[config.mk]
export PLATFORM = sky130hd
export DESIGN_NAME = voltage_window_fault_monitor_core
export DESIGN_NICKNAME = d
export VERILOG_FILES = /design/src/vwfm_pkg.sv /design/src/voltage_window_fault_monitor_core.sv
export SDC_FILE = /design/constraint.sdc
export NUM_CORES = 1
export LEC_CHECK = 0
export ABC_AREA = 1
export BUFFER_PORTS_ARGS = -buffer_cell sky130_fd_sc_hd__buf_2
export CORE_MARGIN = 2
export CORE_UTILIZATION = 65
export DETAILED_ROUTE_END_ITERATION = 10
export PLACE_DENSITY = 0.85
export REMOVE_ABC_BUFFERS = 1
export SKIP_CTS_REPAIR_TIMING = 1
export SYNTH_ARGS = -nofsm -noshare
export SYNTH_HDL_FRONTEND = slang
export SYNTH_SLANG_ARGS = --single-unit
[constraint.sdc]
create_clock -name clk -period 3.7 [get_ports clk]
set_input_delay 0.37 -clock clk [delete_from_list [all_inputs] [get_ports clk]]
set_output_delay 0.37 -clock clk [all_outputs]
set_load 0.02 [all_outputs]
[src/vwfm_pkg.sv]
// shared types and constants for the voltage window fault monitor
`timescale 1ns / 1ps

package vwfm_pkg;

    localparam int unsigned LEVEL_W  = 16;
    localparam int unsigned COUNT_W  = 8;
    localparam int unsigned SETTLE_W = 6;
    localparam int unsigned CFG_W    = 16;

    typedef logic [LEVEL_W-1:0]  level_t;
    typedef logic [COUNT_W-1:0]  count_t;
    typedef logic [SETTLE_W-1:0] settle_t;
    typedef logic [CFG_W-1:0]    cfg_data_t;
    typedef logic [2:0]          cfg_idx_t;

    typedef enum logic [1:0] {
        ZONE_UNDER  = 2'd0,
        ZONE_NORMAL = 2'd1,
        ZONE_OVER   = 2'd2
    } zone_t;

    localparam cfg_idx_t CFG_FAULT_LOW  = 3'd0;
    localparam cfg_idx_t CFG_FAULT_HIGH = 3'd1;
    localparam cfg_idx_t CFG_WARN_LOW   = 3'd2;
    localparam cfg_idx_t CFG_WARN_HIGH  = 3'd3;
    localparam cfg_idx_t CFG_DEBOUNCE   = 3'd4;

    localparam settle_t SETTLE_MAX     = 6'd50;
    localparam count_t  DEBOUNCE_RESET = 8'd30;
    localparam level_t  LEVEL_MIN      = 16'h0000;
    localparam level_t  LEVEL_MAX      = 16'hFFFF;

endpackage

[src/voltage_window_fault_monitor_core.sv]
// debounced voltage window monitor with hysteresis and sticky fault status
// an accepted sample beat is held in the input register, then its result beat in the result register
// throughput: one sample per cycle while out_stall is low, set by the single zone update stage
// input and output registers are parted so a sample is taken while a result waits
// reset: zone normal, counters and latches clear, limits at their default values
`timescale 1ns / 1ps

module voltage_window_fault_monitor_core
(
    input  logic                 clk,
    input  logic                 rst_n,
    input  logic                 in_valid,
    output logic                 in_stall,
    input  vwfm_pkg::level_t     sample,
    output logic                 out_valid,
    input  logic                 out_stall,
    output logic [1:0]           mode,
    output logic                 under_fault,
    output logic                 over_fault,
    input  logic                 cfg_we,
    input  vwfm_pkg::cfg_idx_t   cfg_index,
    input  vwfm_pkg::cfg_data_t  cfg_data
);

    import vwfm_pkg::*;

    level_t  fault_low_reg;
    level_t  fault_high_reg;
    level_t  warn_low_reg;
    level_t  warn_high_reg;
    count_t  debounce_reg;

    logic    s1_valid_reg;
    level_t  s1_sample_reg;

    zone_t   zone_reg;
    zone_t   zone_next;
    logic    under_latched_reg;
    logic    under_latched_next;
    logic    over_latched_reg;
    logic    over_latched_next;
    count_t  under_count_reg;
    count_t  under_count_next;
    count_t  over_count_reg;
    count_t  over_count_next;
    settle_t settle_count_reg;
    settle_t settle_count_next;
    logic    under_status_reg;
    logic    under_status_next;
    logic    over_status_reg;
    logic    over_status_next;

    logic    out_valid_reg;
    logic [1:0] mode_reg;
    logic    under_fault_reg;
    logic    over_fault_reg;

    logic    s2_load;
    logic    s1_load;

    // configuration registers
    always_ff @(posedge clk or negedge rst_n)
    begin
        if (!rst_n)
        begin
            fault_low_reg  <= LEVEL_MIN;
            fault_high_reg <= LEVEL_MAX;
            warn_low_reg   <= LEVEL_MIN;
            warn_high_reg  <= LEVEL_MAX;
            debounce_reg   <= DEBOUNCE_RESET;
        end
        else if (cfg_we)
        begin
            case (cfg_index)
                CFG_FAULT_LOW:  fault_low_reg  <= cfg_data;
                CFG_FAULT_HIGH: fault_high_reg <= cfg_data;
                CFG_WARN_LOW:   warn_low_reg   <= cfg_data;
                CFG_WARN_HIGH:  warn_high_reg  <= cfg_data;
                CFG_DEBOUNCE:   debounce_reg   <= cfg_data[COUNT_W-1:0];
                default:        ;
            endcase
        end
    end

    // beat flow
    assign s2_load  = s1_valid_reg && (!out_valid_reg || !out_stall);
    assign s1_load  = !s1_valid_reg || s2_load;
    assign in_stall = !s1_load;

    always_ff @(posedge clk or negedge rst_n)
    begin
        if (!rst_n)
        begin
            s1_valid_reg <= 1'b0;
        end
        else if (s1_load)
        begin
            s1_valid_reg <= in_valid;
        end
    end

    always_ff @(posedge clk)
    begin
        if (s1_load && in_valid)
        begin
            s1_sample_reg <= sample;
        end
    end

    // zone and counter update
    always_comb
    begin
        zone_next          = zone_reg;
        under_latched_next = under_latched_reg;
        over_latched_next  = over_latched_reg;
        under_count_next   = under_count_reg;
        over_count_next    = over_count_reg;
        settle_count_next  = settle_count_reg;
        case (zone_reg)
            ZONE_UNDER:
            begin
                if (s1_sample_reg >= fault_low_reg && s1_sample_reg < warn_low_reg)
                begin
                    if (!under_latched_reg)
                    begin
                        zone_next = ZONE_NORMAL;
                    end
                end
                else if (s1_sample_reg >= warn_low_reg && s1_sample_reg <= fault_high_reg)
                begin
                    zone_next = ZONE_NORMAL;
                end
                else if (s1_sample_reg > fault_high_reg)
                begin
                    zone_next = ZONE_OVER;
                end
                else if (under_count_reg < debounce_reg)
                begin
                    under_count_next  = under_count_reg + count_t'(1);
                    over_latched_next = 1'b0;
                    over_count_next   = '0;
                end
                else
                begin
                    under_latched_next = 1'b1;
                end
            end
            ZONE_NORMAL:
            begin
                if (s1_sample_reg < fault_low_reg)
                begin
                    zone_next         = ZONE_UNDER;
                    settle_count_next = '0;
                end
                else if (s1_sample_reg > fault_high_reg)
                begin
                    zone_next         = ZONE_OVER;
                    settle_count_next = '0;
                end
                else if (settle_count_reg < SETTLE_MAX)
                begin
                    settle_count_next  = settle_count_reg + settle_t'(1);
                    under_latched_next = 1'b0;
                    over_latched_next  = 1'b0;
                    under_count_next   = '0;
                    over_count_next    = '0;
                end
            end
            ZONE_OVER:
            begin
                if (s1_sample_reg < fault_low_reg)
                begin
                    zone_next = ZONE_UNDER;
                end
                else if (s1_sample_reg <= warn_high_reg)
                begin
                    zone_next = ZONE_NORMAL;
                end
                else if (s1_sample_reg <= fault_high_reg)
                begin
                    if (!over_latched_reg)
                    begin
                        zone_next = ZONE_NORMAL;
                    end
                end
                else if (over_count_reg < debounce_reg)
                begin
                    over_count_next    = over_count_reg + count_t'(1);
                    under_latched_next = 1'b0;
                    under_count_next   = '0;
                end
                else
                begin
                    over_latched_next = 1'b1;
                end
            end
            default: ;
        endcase
    end

    // sticky status follows the zone held before the sample
    always_comb
    begin
        under_status_next = under_status_reg;
        over_status_next  = over_status_reg;
        case (zone_reg)
            ZONE_UNDER:
            begin
                if (under_latched_next)
                begin
                    under_status_next = 1'b1;
                    over_status_next  = 1'b0;
                end
            end
            ZONE_NORMAL:
            begin
                under_status_next = 1'b0;
                over_status_next  = 1'b0;
            end
            ZONE_OVER:
            begin
                if (over_latched_next)
                begin
                    over_status_next  = 1'b1;
                    under_status_next = 1'b0;
                end
            end
            default: ;
        endcase
    end

    always_ff @(posedge clk or negedge rst_n)
    begin
        if (!rst_n)
        begin
            zone_reg          <= ZONE_NORMAL;
            under_latched_reg <= 1'b0;
            over_latched_reg  <= 1'b0;
            under_count_reg   <= '0;
            over_count_reg    <= '0;
            settle_count_reg  <= '0;
            under_status_reg  <= 1'b0;
            over_status_reg   <= 1'b0;
        end
        else if (s2_load)
        begin
            zone_reg          <= zone_next;
            under_latched_reg <= under_latched_next;
            over_latched_reg  <= over_latched_next;
            under_count_reg   <= under_count_next;
            over_count_reg    <= over_count_next;
            settle_count_reg  <= settle_count_next;
            under_status_reg  <= under_status_next;
            over_status_reg   <= over_status_next;
        end
    end

    // result register
    always_ff @(posedge clk or negedge rst_n)
    begin
        if (!rst_n)
        begin
            out_valid_reg <= 1'b0;
        end
        else if (s2_load)
        begin
            out_valid_reg <= 1'b1;
        end
        else if (!out_stall)
        begin
            out_valid_reg <= 1'b0;
        end
    end

    always_ff @(posedge clk)
    begin
        if (s2_load)
        begin
            mode_reg        <= zone_next;
            under_fault_reg <= under_status_next;
            over_fault_reg  <= over_status_next;
        end
    end

    assign out_valid   = out_valid_reg;
    assign mode        = mode_reg;
    assign under_fault = under_fault_reg;
    assign over_fault  = over_fault_reg;

endmodule
Word-level counts from Yosys, hierarchy flattened --
Index checks and enable logic that the tools add are counted.
Storage, ports and cells: flip-flop bits (word level) 122, input port bits 40, output and inout bits 6, word-level logic and storage cells 137
Cells by class: add/sub/neg operators 3, order comparisons 10, eq/ne operators 18, multiplexer cells 66, reductions and logical operators 21
Operator list (number):
- $mux 8 | 19
- $pmux 8 s3 | 2
- $ge 16x16->1 | 2
- $le 16x16->1 | 2
- $lt 16x16->1 | 2
- $mux 1 | 28
- $ne 2x2->1 const B | 11
- $mux 2 | 9
- $mux 6 | 3
- $add 8x1->8 const B | 2
- $gt 16x16->1 | 1
- $lt 8x8->1 | 2
- $reduce_and 13->1 | 1
- $pmux 1 s3 | 4
- $reduce_and 2->1 | 5
- $add 6x1->6 const B | 1
- $eq 3x2->1 const B | 2
- $lt 6x6->1 const B | 1
- $pmux 2 s3 | 1
- $reduce_bool 3->1 | 2
- $logic_and 1x1->1 | 4
- $logic_not 1->1 | 4
- $eq 3x1->1 const B | 1
- $eq 3x3->1 const B | 1
- other kinds (7) | 8

Depth between registers and ports, before layout --
Gate-level depths: netlist of run 1.
word-level depth 8, mapped depth 22, depth with buffers taken out 22

Least setup slack after synthesis of run 1 --
Ideal clock, no wire load.
path type register -> register, start point register fault_high_reg[11], end point register over_fault_reg, in the netlist over_fault (data pin), library setup time 0.249 ns, arrival time 1.990 ns, data required time 3.451 ns, setup slack 1.461 ns, cell stages (with the launch flop) 19, path buffers 0, clock period less this slack 2.239 ns, cells stage by stage dfstp_2 -> inv_1 -> ha_1 -> nand2_1 -> inv_2 -> nand2_1 -> nand2_1 -> a21oi_1 -> nand2_2 -> nand2_2 -> nand2_2 -> o21bai_2 -> nand3_1 -> nand2_1 -> nand2_1 -> nand3_1 -> nand2_1 -> nand2_1 -> inv_1
Between the ends: cells in the longest elaborated chain, start to end 7, elaborated cells between the ends (all ways) 24, those cells by class order compare: 2; mux: 21; reduce/logical: 1
RTL lines:
- start: declaration | line voltage_window_fault_monitor_core.sv:28 | level_t fault_high_reg;
- start signal: assignment | line voltage_window_fault_monitor_core.sv:76 | CFG_FAULT_HIGH: fault_high_reg <= cfg_data;
- $le 16x16->1 or $gt 16x16->1 (tied branches)
- $mux 1, or another cell as far along | line voltage_window_fault_monitor_core.sv:179 | else if (s1_sample_reg <= fault_high_reg)
- $mux 1 (on tied branches) | line voltage_window_fault_monitor_core.sv:175, voltage_window_fault_monitor_core.sv:129
- $mux 1 (on tied branches) | line voltage_window_fault_monitor_core.sv:171, voltage_window_fault_monitor_core.sv:122
- $pmux 1 s3 | line voltage_window_fault_monitor_core.sv:119 | case (zone_reg)
- $mux 1 (on tied branches) | line voltage_window_fault_monitor_core.sv:222, voltage_window_fault_monitor_core.sv:209
- $pmux 1 s3 * | line voltage_window_fault_monitor_core.sv:206 | case (zone_reg)
- via over_status_next | line voltage_window_fault_monitor_core.sv:51 | logic over_status_next;
- end signal: assignment | line voltage_window_fault_monitor_core.sv:281 | over_fault_reg <= over_status_next;
- end: declaration | line voltage_window_fault_monitor_core.sv:56 | logic over_fault_reg;
Mark *: on every way through the listed nets, which the timed path passes. The rest lies on a longest branch. A chain may end at the register's enable or synchronous reset.

Final worst setup path of run 1 --
start point register fault_high_reg[9], end point register under_count_reg[2]
Between the ends: cells in the longest elaborated chain, start to end 4, elaborated cells between the ends (all ways) 8, those cells by class order compare: 2; eq/ne: 4; reduce/logical: 2
RTL lines:
- $le 16x16->1 | line voltage_window_fault_monitor_core.sv:129, voltage_window_fault_monitor_core.sv:179
- $logic_and 1x1->1 | line voltage_window_fault_monitor_core.sv:129 | else if (s1_sample_reg >= warn_low_reg && s1_sample_reg <= fault_high_reg)
- $ne 2x2->1 (no line)
- $reduce_and 13->1 (no line) *
- end signal: assignment | line voltage_window_fault_monitor_core.sv:250 | under_count_reg <= under_count_next;
- end: declaration | line voltage_window_fault_monitor_core.sv:42 | count_t under_count_reg;
Mark *: on every way between the ends. The rest lies on a longest branch, timed or not.

==> insert_results.sql, run 1 <==
INSERT INTO impl_metrics (metric_group, metric, value, unit) VALUES
('status', 'status', 'complete, but fails checks', ''),
('status', 'failed_checks', 'hold timing', ''),
('cts', 'tritoncts', 'built', ''),
('global_routing', 'grt_start_max_net_pins', '83', ''),
('job', 'cap_violations', '0', ''),
('sta', 'worstMarginPinSlew', '1.28', 'ns'),
('floorplan', 'floorplan.die_area', '12000', 'um2'),
('logic_synthesis', 'post_synth_inst_count', '847', ''),
('sta', 'number_of_slew_limit_violations_in_the_final_report', '0', ''),
('placed_design', 'dpl.hpwl', '11000', 'um'),
('route', 'drt_pass1_iterations', '5', ''),
('floorplan', 'ioPinCount', '46', ''),
('cts', 'htree_num_levels', '4', ''),
('floorplan', 'floorplan.initialDensity', '66.9', '%'),
('route', 'detailedRoute.firstIterationViolations', '453', ''),
('final_layout', 'final.fill_count', '730', ''),
('logic_synthesis', 'avgSynthCellArea', '8.56', 'um2'),
('logic_synthesis', 'synth-edff-count', '20', ''),
('placed_design', 'gp_routability_congestion', '0.912', ''),
('sta', 'achievable-frequency', '353', 'MHz'),
('route', 'drcViolationCount', '0', ''),
('sta', 'setup_violation_total_in_the_final_timing_report', '0', ''),
('sta', 'setup-tns-final', '0', 'ns'),
('floorplan', 'dieHeight', '110', 'um'),
('final_layout', 'ratio_of_cells_with_drive_above_1_in_the_final_layout', '16.4', '%'),
('sta', 'post_route_skew', '0.00844', 'ns'),
('cts', 'cts.sink_count', '122', ''),
('logic_synthesis', 'area_of_the_mapped_netlist', '7250', 'um2'),
('final_layout', 'areaGrowthSynthToFinish', '14.4', '%'),
('pwr', 'leakage', '4.12', 'nW'),
('sta', 'hold_viol_final', '2', ''),
('logic_synthesis', 'synthTopCellsByArea', 'sky130_fd_sc_hd__dfrtp_1 (22%), sky130_fd_sc_hd__ha_1 (15%), sky130_fd_sc_hd__dfstp_2 (13%)', ''),
('setup_path', 'critical_path.max_fanout', '21', ''),
('setup_path', 'crit_required', '4.12', 'ns'),
('global_routing', 'number_of_global_route_vias_before_repair', '5808', ''),
('logic_synthesis', 'synth_largest_type_area_fraction', '22.4', '%'),
('cts', 'worst_skew_pair.late_latency', '0.54', 'ns'),
('worst_hold_path', 'worstHoldPathType', 'primary input to async pin', ''),
('logic_synthesis', 'async_flop_share', '83.6', '%'),
('cts', 'cts.root.buffer_cell', 'sky130_fd_sc_hd__clkbuf_8', ''),
('route', 'avgRoutedWirePerCell', '15.5', 'um'),
('setup_path', 'arrival', '3.26', 'ns'),
('logic_synthesis', 'synth-main-ff-cell', 'sky130_fd_sc_hd__dfrtp_1', ''),
('placed_design', 'post-place-cells', '1018', ''),
('logic_synthesis', 'synth_seq_area_share', '44.1', '%'),
('global_routing', 'grt_use_total', '29.8', '%'),
('logic_synthesis', 'synthDistinctLibCells', '47', ''),
('global_routing', 'global_route_wire_length_before_repair', '27200', 'um'),
('setup_path', 'start_kind', 'flip-flop', ''),
('sta', 'grt_setup_unrepaired', 'no', ''),
('logic_synthesis', 'synth.cells.most_frequent', 'sky130_fd_sc_hd__nand2_1 (190), sky130_fd_sc_hd__inv_1 (140), sky130_fd_sc_hd__o21ai_0 (93), sky130_fd_sc_hd__ha_1 (86), sky130_fd_sc_hd__dfrtp_1 (65)', ''),
('logic_synthesis', 'yosys.cell_count.top_type', 'sky130_fd_sc_hd__nand2_1', ''),
('sta', 'fin_worst_hold_slack', '-0.00106', 'ns'),
('route', 'via_count', '5911', ''),
('final_layout', 'design.final.nets', '1032', ''),
('sta', 'finalCritPeriodShare', '76.6', '%'),
('logic_synthesis', 'library_cell_with_the_largest_summed_area_after_synthesis', 'sky130_fd_sc_hd__dfrtp_1', ''),
('cts', 'path_clk_slew', '0.06', 'ns'),
('cts', 'cts_buffers', '17', ''),
('global_routing', 'antenna_violations_before_repair', '0', ''),
('logic_synthesis', 'postSynthRegisterBits', '122', ''),
('sta', 'layout_min_cycle_time', '2.84', 'ns'),
('logic_synthesis', 'ys_warn_count', '0', ''),
('route', 'routed_via_density', '5.58', ''),
('sta', 'slew-limit-headroom', '14.6', '%'),
('cts', 'ctsLongestPathBuffers', '2', ''),
('setup_path', 'setup.worst_path.end_class', 'flip-flop', ''),
('floorplan', 'floorplan.die.width', '110', 'um'),
('final_layout', 'antenna-diode-count', '0', ''),
('floorplan', 'core.rowCount', '38', ''),
('global_routing', 'grt_ovf', '0', ''),
('setup_path', 'critPathKind', 'flip-flop to flip-flop', ''),
('route', 'drt_wl_total', '16400', 'um'),
('pwr', 'maximum_vdd_drop', '426', 'uV'),
('placed_design', 'io_buffers', '45', ''),
('route', 'detail-route-antenna-nets', '0', ''),
('final_layout', 'stdcell_count', '1059', ''),
('setup_path', 'setup.reg_to_reg.worst_slack', '0.86', 'ns'),
('pwr', 'power-per-cell-area', '629', 'nW/um2'),
('floorplan', 'design.core.area', '10800', 'um2');
## cell families after synthesis
family | share of synthesized area (%)
compound gates | 12.7
xor+xnor | 0.725
fa+ha+maj | 14.8
buf+inv | 8.80
flops | 44.1
simple gates | 18.8
## layer usage
metal	track usage (%)	part of all wire, %	vias up
met1	38.0	43	2784
li1	-	-	2894
met3	7.11	6.2	41
met2	48.8	47	192
met4	12.5	3.0	0
met5	0	0	-
## power breakdown
| group | switching (mW) | total (mW) | internal, mW |
|---|---|---|---|
| logic | 0.976 | 1.53 | 0.551 |
| clock network | 0.607 | 1.76 | 1.16 |
| registers | 0.209 | 1.92 | 1.72 |
| total | 1.79 | 5.21 | 3.42 |
## area by class of cell
cell class	instances	area (um2)	share of cell area (%)
Tap cell	140	175	2.11
Sequential cell	122	3200	38.6
Inverter	147	552	6.65
Timing Repair Buffer	56	333	4.01
Multi-Input combinational cell	562	3410	41.2
Clock buffer	19	422	5.08
Clock inverter	13	200	2.41
## stage by stage
stage	setup WS [ns]	power (mW)	hold slack (ns)	utilization, %	instance area [um2]
finish	0.864	5.21	-0.00106	76.5	8300
global route	0.592	5.57	-0.00306	76.5	8300
CTS	0.891	5.21	-0.00834	75.7	8210
detailed placement	0.971	3.40	0.473	70.0	7580
global placement	1.02	3.34	0.467	70.0	7580
floorplan	1.31	2.99	0.0744	-	7170
## path summary, 6_finish.rpt
| check | endpoint | startpoint | cells after the start |
|---|---|---|---|
| setup / recovery | under_count_reg[2]$_DFFE_PN0P_ | fault_high_reg[9]$_DFFE_PN1P_ | 16 |
| hold / removal | fault_low_reg[7]$_DFFE_PN0P_ | rst_n | 1 |
| setup reg to reg | under_count_reg[2]$_DFFE_PN0P_ | fault_high_reg[9]$_DFFE_PN1P_ | 16 |
| hold reg to reg | fault_high_reg[15]$_DFFE_PN1P_ | fault_high_reg[15]$_DFFE_PN1P_ | 2 |
| max in group asynchronous | over_count_reg[4]$_DFFE_PN0P_ | rst_n | 2 |
| min in group clk | s1_sample_reg[10]$_DFFE_PP_ | sample[10] | 1 |
## worst max-delay path, cell delays in order (launching register included)
cell,delay [ns]
sky130_fd_sc_hd__dfstp_2,0.53
sky130_fd_sc_hd__inv_1,0.05
sky130_fd_sc_hd__ha_1,0.32
sky130_fd_sc_hd__nand2_1,0.08
sky130_fd_sc_hd__nand2_1,0.06
sky130_fd_sc_hd__nand2_1,0.06
sky130_fd_sc_hd__nand2_1,0.08
sky130_fd_sc_hd__a21oi_1,0.21
sky130_fd_sc_hd__nand2_2,0.10
sky130_fd_sc_hd__nand2_2,0.15
sky130_fd_sc_hd__a21oi_2,0.06
sky130_fd_sc_hd__nor3_2,0.12
sky130_fd_sc_hd__nand3_2,0.35
sky130_fd_sc_hd__inv_2,0.26
sky130_fd_sc_hd__nand2_1,0.10
sky130_fd_sc_hd__o22ai_1,0.13
sky130_fd_sc_hd__a21oi_1,0.06
## cell usage in the layout (no fill, tap or decap), types with 5 or more instances in the layout
cell type and count:
sky130_fd_sc_hd__bufinv_16 5, sky130_fd_sc_hd__dfrtp_1 65, sky130_fd_sc_hd__ha_1 86, sky130_fd_sc_hd__xor2_1 6
sky130_fd_sc_hd__nand4_1 8, sky130_fd_sc_hd__dlygate4sd3_1 9, sky130_fd_sc_hd__a21oi_1 41, sky130_fd_sc_hd__dfstp_2 37
sky130_fd_sc_hd__inv_1 140, sky130_fd_sc_hd__nand3_1 34, sky130_fd_sc_hd__o21ai_0 93, sky130_fd_sc_hd__edfxtp_1 20
sky130_fd_sc_hd__nand2_1 190, sky130_fd_sc_hd__nor3_1 8, sky130_fd_sc_hd__clkbuf_16 16, sky130_fd_sc_hd__nand2_2 8
sky130_fd_sc_hd__inv_2 7, sky130_fd_sc_hd__o31ai_1 5, sky130_fd_sc_hd__buf_2 44, sky130_fd_sc_hd__nor2_1 34
sky130_fd_sc_hd__o21ai_1 5
Note: power is estimated with default switching activity, not from simulation.
==> inputs of run 2 (changes only) <==
--- a/config.mk
+++ b/config.mk
@@ -5,12 +5,12 @@
 export SDC_FILE = /design/constraint.sdc
 export NUM_CORES = 1
 export LEC_CHECK = 0
-export ABC_AREA = 1
+export ABC_AREA = 0
 export BUFFER_PORTS_ARGS = -buffer_cell sky130_fd_sc_hd__buf_2
 export CORE_MARGIN = 2
-export CORE_UTILIZATION = 65
+export CORE_UTILIZATION = 55
 export DETAILED_ROUTE_END_ITERATION = 10
-export PLACE_DENSITY = 0.85
+export PLACE_DENSITY = 0.76
 export REMOVE_ABC_BUFFERS = 1
 export SKIP_CTS_REPAIR_TIMING = 1
 export SYNTH_ARGS = -nofsm -noshare
==> constraint.sdc (replaced) <==
create_clock -name clk -period 2.35 [get_ports clk]
set_input_delay 0.235 -clock clk [delete_from_list [all_inputs] [get_ports clk]]
set_output_delay 0.235 -clock clk [all_outputs]
set_load 0.02 [all_outputs]
==> run 2 against run 1 <==
Compared with the run above:
- the flow finishes with violations (setup timing)
- sequential cell count stayed put
- power is 67% higher
- final cell count is 0.85% higher
- count of clock-buffer cells in the layout is 6 higher
- first-iteration DRC count is 28% higher
- core utilization is 1.3 points lower
- clock skew is 0.0026 ns higher
- non-clock buffer count is 109 higher
- synthesized cell count is 16% lower
- via count is 3.1% higher
- critical path depth is 4 lower
- wire length is 17% higher
- critical path type unchanged
- largest cell class unchanged
- largest power group is now combinational logic
==> insert_results.sql, run 2 <==
INSERT INTO impl_metrics (metric_group, metric, value, unit) VALUES
('status', 'status', 'complete, but fails checks', ''),
('status', 'failed_checks', 'setup timing', ''),
('global_routing', 'grt_use_total', '27.0', '%'),
('sta', 'layout_min_cycle_time', '3.17', 'ns'),
('logic_synthesis', 'synth_seq_area_share', '45.4', '%'),
('placed_design', 'gp_routability_congestion', '0.880', ''),
('placed_design', 'io_buffers', '45', ''),
('global_routing', 'grt_start_max_net_pins', '50', ''),
('floorplan', 'design.core.area', '12600', 'um2'),
('worst_hold_path', 'worstHoldPathType', 'primary input to flip-flop', ''),
('setup_path', 'arrival', '3.34', 'ns'),
('sta', 'worstMarginPinSlew', '0.521', 'ns'),
('logic_synthesis', 'avgSynthCellArea', '9.86', 'um2'),
('logic_synthesis', 'synth_largest_type_area_fraction', '23.1', '%'),
('sta', 'setup_slack', '-0.820', 'ns'),
('sta', 'setup-tns-final', '-19.86', 'ns'),
('sta', 'hold_viol_final', '0', ''),
('logic_synthesis', 'synth.cells.most_frequent', 'sky130_fd_sc_hd__o21ai_0 (89), sky130_fd_sc_hd__nand2_1 (87), sky130_fd_sc_hd__ha_1 (86), sky130_fd_sc_hd__inv_1 (77), sky130_fd_sc_hd__dfrtp_1 (65)', ''),
('sta', 'slew-limit-headroom', '65.1', '%'),
('cts', 'cts.sink_count', '122', ''),
('floorplan', 'floorplan.initialDensity', '56.1', '%'),
('placed_design', 'post_dp_cell_area', '8050', 'um2'),
('sta', 'finalCritPeriodShare', '135', '%'),
('logic_synthesis', 'ys_warn_count', '0', ''),
('route', 'drcViolationCount', '0', ''),
('sta', 'grt_setup_unrepaired', 'yes', ''),
('pwr', 'power-per-cell-area', '922', 'nW/um2'),
('floorplan', 'floorplan.die.width', '117', 'um'),
('route', 'detailedRoute.firstIterationViolations', '579', ''),
('pwr', 'leakage', '4.26', 'nW'),
('pwr', 'maximum_vdd_drop', '531', 'uV'),
('logic_synthesis', 'synth-edff-count', '20', ''),
('route', 'detail-route-antenna-nets', '0', ''),
('final_layout', 'stdcell_count', '1068', ''),
('final_layout', 'final.fill_count', '801', ''),
('logic_synthesis', 'post_synth_inst_count', '715', ''),
('setup_path', 'setup.worst_path.end_class', 'flip-flop', ''),
('logic_synthesis', 'area_of_the_mapped_netlist', '7050', 'um2'),
('setup_path', 'worst_r2r_endpoint', 'under_fault$_DFFE_PP_', ''),
('cts', 'tritoncts', 'built', ''),
('global_routing', 'global_route_wire_length_before_repair', '28100', 'um'),
('route', 'routed_via_density', '5.71', ''),
('global_routing', 'antenna_violations_before_repair', '0', ''),
('route', 'drt_wl_total', '19200', 'um'),
('cts', 'htree_num_levels', '4', ''),
('placed_design', 'post-place-cells', '996', ''),
('logic_synthesis', 'library_cell_with_the_largest_summed_area_after_synthesis', 'sky130_fd_sc_hd__dfrtp_1', ''),
('sta', 'post_route_skew', '0.0111', 'ns'),
('final_layout', 'final_core_util', '75.2', '%'),
('final_layout', 'final-seq-area', '3200', 'um2'),
('route', 'drt_pass1_iterations', '5', ''),
('logic_synthesis', 'synthTopCellsByArea', 'sky130_fd_sc_hd__dfrtp_1 (23%), sky130_fd_sc_hd__ha_1 (15%), sky130_fd_sc_hd__dfstp_2 (14%)', ''),
('final_layout', 'areaGrowthSynthToFinish', '34.0', '%'),
('global_routing', 'grt_ovf', '0', ''),
('final_layout', 'ratio_of_cells_with_drive_above_1_in_the_final_layout', '34.8', '%'),
('setup_path', 'critPathKind', 'flip-flop to flip-flop', ''),
('logic_synthesis', 'yosys.cell_count.top_type', 'sky130_fd_sc_hd__o21ai_0', ''),
('final_layout', 'mostFrequentLayoutCells', 'sky130_fd_sc_hd__buf_4 (93), sky130_fd_sc_hd__nand2_1 (84), sky130_fd_sc_hd__inv_1 (68), sky130_fd_sc_hd__ha_1 (68), sky130_fd_sc_hd__o21ai_0 (66)', ''),
('logic_synthesis', 'synth-main-ff-cell', 'sky130_fd_sc_hd__dfrtp_1', ''),
('cts', 'cts_buffers', '17', ''),
('floorplan', 'ioPinCount', '46', ''),
('setup_path', 'crit_required', '2.52', 'ns'),
('sta', 'achievable-frequency', '315', 'MHz'),
('cts', 'path_clk_slew', '0.06', 'ns'),
('placed_design', 'dpl.hpwl', '12700', 'um'),
('cts', 'ctsLongestPathBuffers', '2', ''),
('worst_hold_path', 'whs_endpoint', 's1_valid_reg$_DFFE_PN0N_', ''),
('cts', 'worst_skew_pair.late_latency', '0.43', 'ns'),
('setup_path', 'worstRegToRegCells', '12', ''),
('final_layout', 'antenna-diode-count', '0', ''),
('floorplan', 'core.rowCount', '41', ''),
('sta', 'number_of_slew_limit_violations_in_the_final_report', '0', ''),
('final_layout', 'design_area', '9450', 'um2'),
('logic_synthesis', 'postSynthRegisterBits', '122', ''),
('worst_hold_path', 'holdCritStartpoint', 'in_valid', ''),
('final_layout', 'multiInputGateArea', '3940', 'um2'),
('sta', 'fin_worst_hold_slack', '0.0221', 'ns'),
('setup_path', 'start_kind', 'flip-flop', ''),
('final_layout', 'design.final.nets', '1009', ''),
('cts', 'cts.root.buffer_cell', 'sky130_fd_sc_hd__clkbuf_16', ''),
('final_layout', 'layout.cells.most_common', 'sky130_fd_sc_hd__buf_4', ''),
('setup_path', 'setup.reg_to_reg.worst_slack', '-0.82', 'ns'),
('setup_path', 'critical_path.max_fanout', '4', ''),
('worst_hold_path', 'hold_depth', '2', ''),
('route', 'via_count', '6093', ''),
('route', 'avgRoutedWirePerCell', '18.0', 'um'),
('logic_synthesis', 'synthDistinctLibCells', '61', ''),
('floorplan', 'floorplan.die_area', '13700', 'um2'),
('sta', 'setup_violation_total_in_the_final_timing_report', '32', ''),
('job', 'cap_violations', '0', ''),
('logic_synthesis', 'async_flop_share', '83.6', '%'),
('global_routing', 'number_of_global_route_vias_before_repair', '5803', ''),
('setup_path', 'worst_r2r_startpoint', 's1_sample_reg[10]$_DFFE_PP_', ''),
('floorplan', 'dieHeight', '117', 'um');
==> run 2: kinds of logic (layout without fill, tap and decap cells) <==
family | count (synthesis) | in the layout | share of synthesized area (%)
mux | 22 | 22 | 3.50
compound gates | 180 | 181 | 15.7
buf+inv | 94 | 274 | 5.22
flops | 122 | 122 | 45.4
simple gates | 206 | 206 | 14.4
xor+xnor | 5 | 5 | 0.621
fa+ha+maj | 86 | 86 | 15.3
==> run 2: worst max-delay path, cell delays in order, from the launching register on <==
cell	delay, ns
sky130_fd_sc_hd__edfxtp_1	0.44
sky130_fd_sc_hd__buf_6	0.16
sky130_fd_sc_hd__ha_4	0.27
sky130_fd_sc_hd__nand4_1	0.12
sky130_fd_sc_hd__buf_4	0.17
sky130_fd_sc_hd__nor4_4	0.25
sky130_fd_sc_hd__a21boi_2	0.24
sky130_fd_sc_hd__o31a_1	0.31
sky130_fd_sc_hd__buf_4	0.19
sky130_fd_sc_hd__nand3_2	0.07
sky130_fd_sc_hd__o21ba_2	0.22
sky130_fd_sc_hd__and3_1	0.21
sky130_fd_sc_hd__o31a_1	0.25
==> run 2: worst max path at each step <==
stage                                  startpoint                        endpoint  slack [ns]  depth (start not counted)
detailed placement  fault_high_reg[5]$_DFFE_PN1P_  under_count_reg[4]$_DFFE_PN0P_       -0.97                         12
global placement    fault_high_reg[5]$_DFFE_PN1P_   over_count_reg[4]$_DFFE_PN0P_       -0.72                         11
CTS                 fault_high_reg[5]$_DFFE_PN1P_  under_count_reg[4]$_DFFE_PN0P_       -0.97                         12
floorplan           fault_high_reg[5]$_DFFE_PN1P_   over_count_reg[3]$_DFFE_PN0P_       -0.64                         10
global route          s1_sample_reg[10]$_DFFE_PP_   over_count_reg[0]$_DFFE_PN0P_       -0.92                         12
finish                s1_sample_reg[10]$_DFFE_PP_           under_fault$_DFFE_PP_       -0.82                         12
==> run 2: power by group <==
part	total, mW	internal [mW]	switching [mW]	leakage [nW]
combinational	3.21	1.45	1.75	2.57
sequential	2.91	2.68	0.226	1.40
clock	2.60	1.67	0.925	0.282
total	8.71	5.81	2.90	4.26
==> run 2: area by class of cell <==
cell class / count / area share (%)
sequential: 122 / 33.9
inverter: 77 / 3.06
clock inverter: 7 / 0.953
tap: 172 / 2.28
clock buffer: 25 / 5.26
timing repair buffer: 165 / 12.9
multi-input combinational: 500 / 41.7
==> run 2: routing by layer <==
metal | wire (um) | global-route usage (%)
met1 | 8100 | 35.6
met2 | 9720 | 44.0
met3 | 1110 | 5.25
met4 | 272 | 10.7
met5 | 0 | 0
==> run 2: per-stage QoR <==
stage / setup WS, ns / total power, mW
floorplan: -0.643 / 4.49
detailed placement: -0.973 / 5.52
finish: -0.820 / 8.71
global placement: -0.719 / 5.39
global route: -0.921 / 9.20
CTS: -0.972 / 8.14
==> inputs of run 3 (changes only) <==
--- a/config.mk
+++ b/config.mk
@@ -8,9 +8,8 @@
 export ABC_AREA = 0
 export BUFFER_PORTS_ARGS = -buffer_cell sky130_fd_sc_hd__buf_2
 export CORE_MARGIN = 2
-export CORE_UTILIZATION = 55
+export CORE_UTILIZATION = 40
 export DETAILED_ROUTE_END_ITERATION = 10
-export PLACE_DENSITY = 0.76
 export REMOVE_ABC_BUFFERS = 1
 export SKIP_CTS_REPAIR_TIMING = 1
 export SYNTH_ARGS = -nofsm -noshare
==> run 3 against run 2 <==
Compared with the run above:
- the flow still finishes with violations (setup timing)
- worst setup slack worse by 0.049 ns
- sequential power about the same
- non-clock buffer count up 11
- clock skew down 0.0015 ns
- wire length down 0.44%
- critical path type unchanged
==> insert_results.sql, run 3 (synthesis gave the netlist of run 2 again) <==
INSERT INTO impl_metrics (metric_group, metric, value, unit) VALUES
('floorplan', 'ioPinCount', '46', ''),
('sta', 'setup_violation_total_in_the_final_timing_report', '32', ''),
('floorplan', 'dieHeight', '137', 'um'),
('pwr', 'power.combinational.fraction', '38.4', '%'),
('route', 'via_count', '5942', ''),
('route', 'drcViolationCount', '0', ''),
('setup_path', 'number_of_buffer_and_inverter_instances_along_the_worst_setup_path', '2', ''),
('pwr', 'maximum_vdd_drop', '646', 'uV'),
('pwr', 'leakage', '4.36', 'nW'),
('setup_path', 'slowest_stage', 'sky130_fd_sc_hd__edfxtp_1', ''),
('global_routing', 'grt_start_max_net_pins', '50', ''),
('pwr', 'power.share.sequential', '32.9', '%'),
('placed_design', 'gp_routability_congestion', '0.862', ''),
('sta', 'slew-limit-headroom', '60.0', '%'),
('final_layout', 'design_area', '9800', 'um2'),
('route', 'routed_via_density', '5.25', ''),
('worst_hold_path', 'worstHoldPathType', 'primary input to flip-flop', ''),
('setup_path', 'cp_cell_sequence', 'ha_4, nand4_1, nor4_2, buf_4, a21bo_4, a41o_1, a2111oi_4, buf_6, o211ai_4, or2_4, o31ai_1', ''),
('placed_design', 'dpl.hpwl', '13100', 'um'),
('status', 'failed_checks', 'setup timing', ''),
('setup_path', 'arrival', '3.55', 'ns'),
('route', 'drt_wl_total', '19100', 'um'),
('setup_path', 'critical_path.max_fanout', '8', ''),
('sta', 'hold_viol_final', '0', ''),
('sta', 'post_route_skew', '0.00960', 'ns'),
('floorplan', 'floorplan.die_area', '18700', 'um2'),
('placed_design', 'post_dp_cell_area', '8150', 'um2'),
('floorplan', 'floorplan.initialDensity', '40.9', '%'),
('cts', 'cts.sink_count', '122', ''),
('route', 'avgRoutedWirePerCell', '16.9', 'um'),
('sta', 'layout_min_cycle_time', '3.22', 'ns'),
('setup_path', 'setup.worst_path.end_class', 'flip-flop', ''),
('final_layout', 'layout.cells.most_common', 'sky130_fd_sc_hd__buf_4', ''),
('setup_path', 'critPathKind', 'flip-flop to flip-flop', ''),
('pwr', 'totalPowerFinal', '8.83', 'mW'),
('floorplan', 'design.core.area', '17200', 'um2'),
('final_layout', 'mostFrequentLayoutCells', 'sky130_fd_sc_hd__buf_4 (93), sky130_fd_sc_hd__nand2_1 (81), sky130_fd_sc_hd__inv_1 (72), sky130_fd_sc_hd__o21ai_0 (70), sky130_fd_sc_hd__dfrtp_1 (65)', ''),
('route', 'drt_pass1_iterations', '4', ''),
('route', 'detailedRoute.firstIterationViolations', '336', ''),
('placed_design', 'post-place-cells', '1054', ''),
('cts', 'path_clk_slew', '0.05', 'ns'),
('global_routing', 'global_route_wire_length_before_repair', '28600', 'um'),
('final_layout', 'design.final.nets', '1020', ''),
('global_routing', 'number_of_global_route_vias_before_repair', '5819', ''),
('setup_path', 'start_kind', 'flip-flop', ''),
('final_layout', 'ratio_of_cells_with_drive_above_1_in_the_final_layout', '37.9', '%'),
('setup_path', 'crit_required', '2.68', 'ns'),
('setup_path', 'timing.critical_path.max_delay_family', 'compound AO/OA/AOI/OAI gates', ''),
('sta', 'finalCritPeriodShare', '137', '%'),
('sta', 'grt_setup_unrepaired', 'yes', ''),
('cts', 'cts.root.buffer_cell', 'sky130_fd_sc_hd__clkbuf_16', ''),
('sta', 'setup-tns-final', '-20.71', 'ns'),
('status', 'status', 'complete, but fails checks', ''),
('pwr', 'netSwitchingFraction', '33.4', '%'),
('sta', 'achievable-frequency', '311', 'MHz'),
('cts', 'tritoncts', 'built', ''),
('placed_design', 'io_buffers', '45', ''),
('job', 'cap_violations', '0', ''),
('pwr', 'power-per-cell-area', '901', 'nW/um2'),
('sta', 'setup_slack', '-0.869', 'ns'),
('pwr', 'clock_power_share', '28.7', '%'),
('final_layout', 'stdcell_count', '1132', ''),
('floorplan', 'floorplan.die.width', '137', 'um'),
('cts', 'cts_buffers', '17', ''),
('pwr', 'switching_power', '2.95', 'mW'),
('setup_path', 'slowest_delay', '0.50', 'ns'),
('placed_design', 'post-place-ws', '-0.978', 'ns'),
('global_routing', 'grt_use_total', '19.9', '%'),
('sta', 'number_of_slew_limit_violations_in_the_final_report', '0', ''),
('global_routing', 'grt_ovf', '0', ''),
('cts', 'worst_skew_pair.late_latency', '0.42', 'ns'),
('cts', 'htree_num_levels', '4', ''),
('route', 'detail-route-antenna-nets', '0', ''),
('floorplan', 'core.rowCount', '48', ''),
('final_layout', 'antenna-diode-count', '0', ''),
('final_layout', 'areaGrowthSynthToFinish', '38.9', '%'),
('pwr', 'intPower', '5.88', 'mW'),
('final_layout', 'final_core_util', '56.8', '%'),
('global_routing', 'antenna_violations_before_repair', '0', ''),
('sta', 'fin_worst_hold_slack', '0.0188', 'ns'),
('sta', 'worstMarginPinSlew', '0.598', 'ns'),
('cts', 'ctsLongestPathBuffers', '2', '');
[run 3: cell count changes in the layout (fill, tap and decap cells not counted), sizes merged]
| cell | before | now |
|---|---|---|
| clkinvlp | 2 | 1 |
| buf | 148 | 160 |
| clkinv | 3 | 5 |
| bufinv | 2 | 1 |
| dlygate4sd3 | 17 | 16 |
[run 3: worst paths after layout]
path	start	endpoint	slack, ns	cells past startpoint
setup / recovery	s1_sample_reg[5]$_DFFE_PP_	under_count_reg[6]$_DFFE_PN0P_	-0.87	11
hold / removal	in_valid	s1_valid_reg$_DFFE_PN0N_	0.02	2
setup reg to reg	s1_sample_reg[5]$_DFFE_PP_	under_count_reg[6]$_DFFE_PN0P_	-0.87	11
hold reg to reg	fault_high_reg[8]$_DFFE_PN1P_	fault_high_reg[8]$_DFFE_PN1P_	0.50	2
max in group asynchronous	rst_n	warn_high_reg[3]$_DFFE_PN1P_	1.31	3
min in group asynchronous	rst_n	warn_low_reg[12]$_DFFE_PN0P_	0.30	2
[run 3: power groups by stage]
stage / registers, mW / clock network [mW] / logic [mW]
finish: 2.90 / 2.53 / 3.39
global route: 2.96 / 2.67 / 3.74
CTS: 2.90 / 2.56 / 2.66
detailed placement: 2.93 / 0 / 2.63
global placement: 2.92 / 0 / 2.54
floorplan: 2.92 / 0 / 1.57
[run 3: layout make-up]
type                            count  area, um2
Clock buffer                       25        508
Clock inverter                      7       62.6
Fill cell                        1441       7440
Inverter                           77        289
Multi-Input combinational cell    500       4110
Sequential cell                   122       3200
Tap cell                          225        282
Timing Repair Buffer              176       1350
[run 3: worst register-to-register path: cells and delay by family (launching register included)]
kind	cells	cell delay, ns
AND/OR/NAND/NOR	3	0.88
AO/OA/AOI/OAI	5	1.09
adder cells (fa/ha/maj)	1	0.32
flip-flops	1	0.50
buffers and inverters	2	0.35
[run 3: metal layers]
| metal | wire, um | GRT usage, % |
|---|---|---|
| met1 | 8890 | 26.4 |
| met4 | 408 | 5.96 |
| met3 | 695 | 4.85 |
| met2 | 9120 | 32.4 |
| met5 | 0 | 0 |
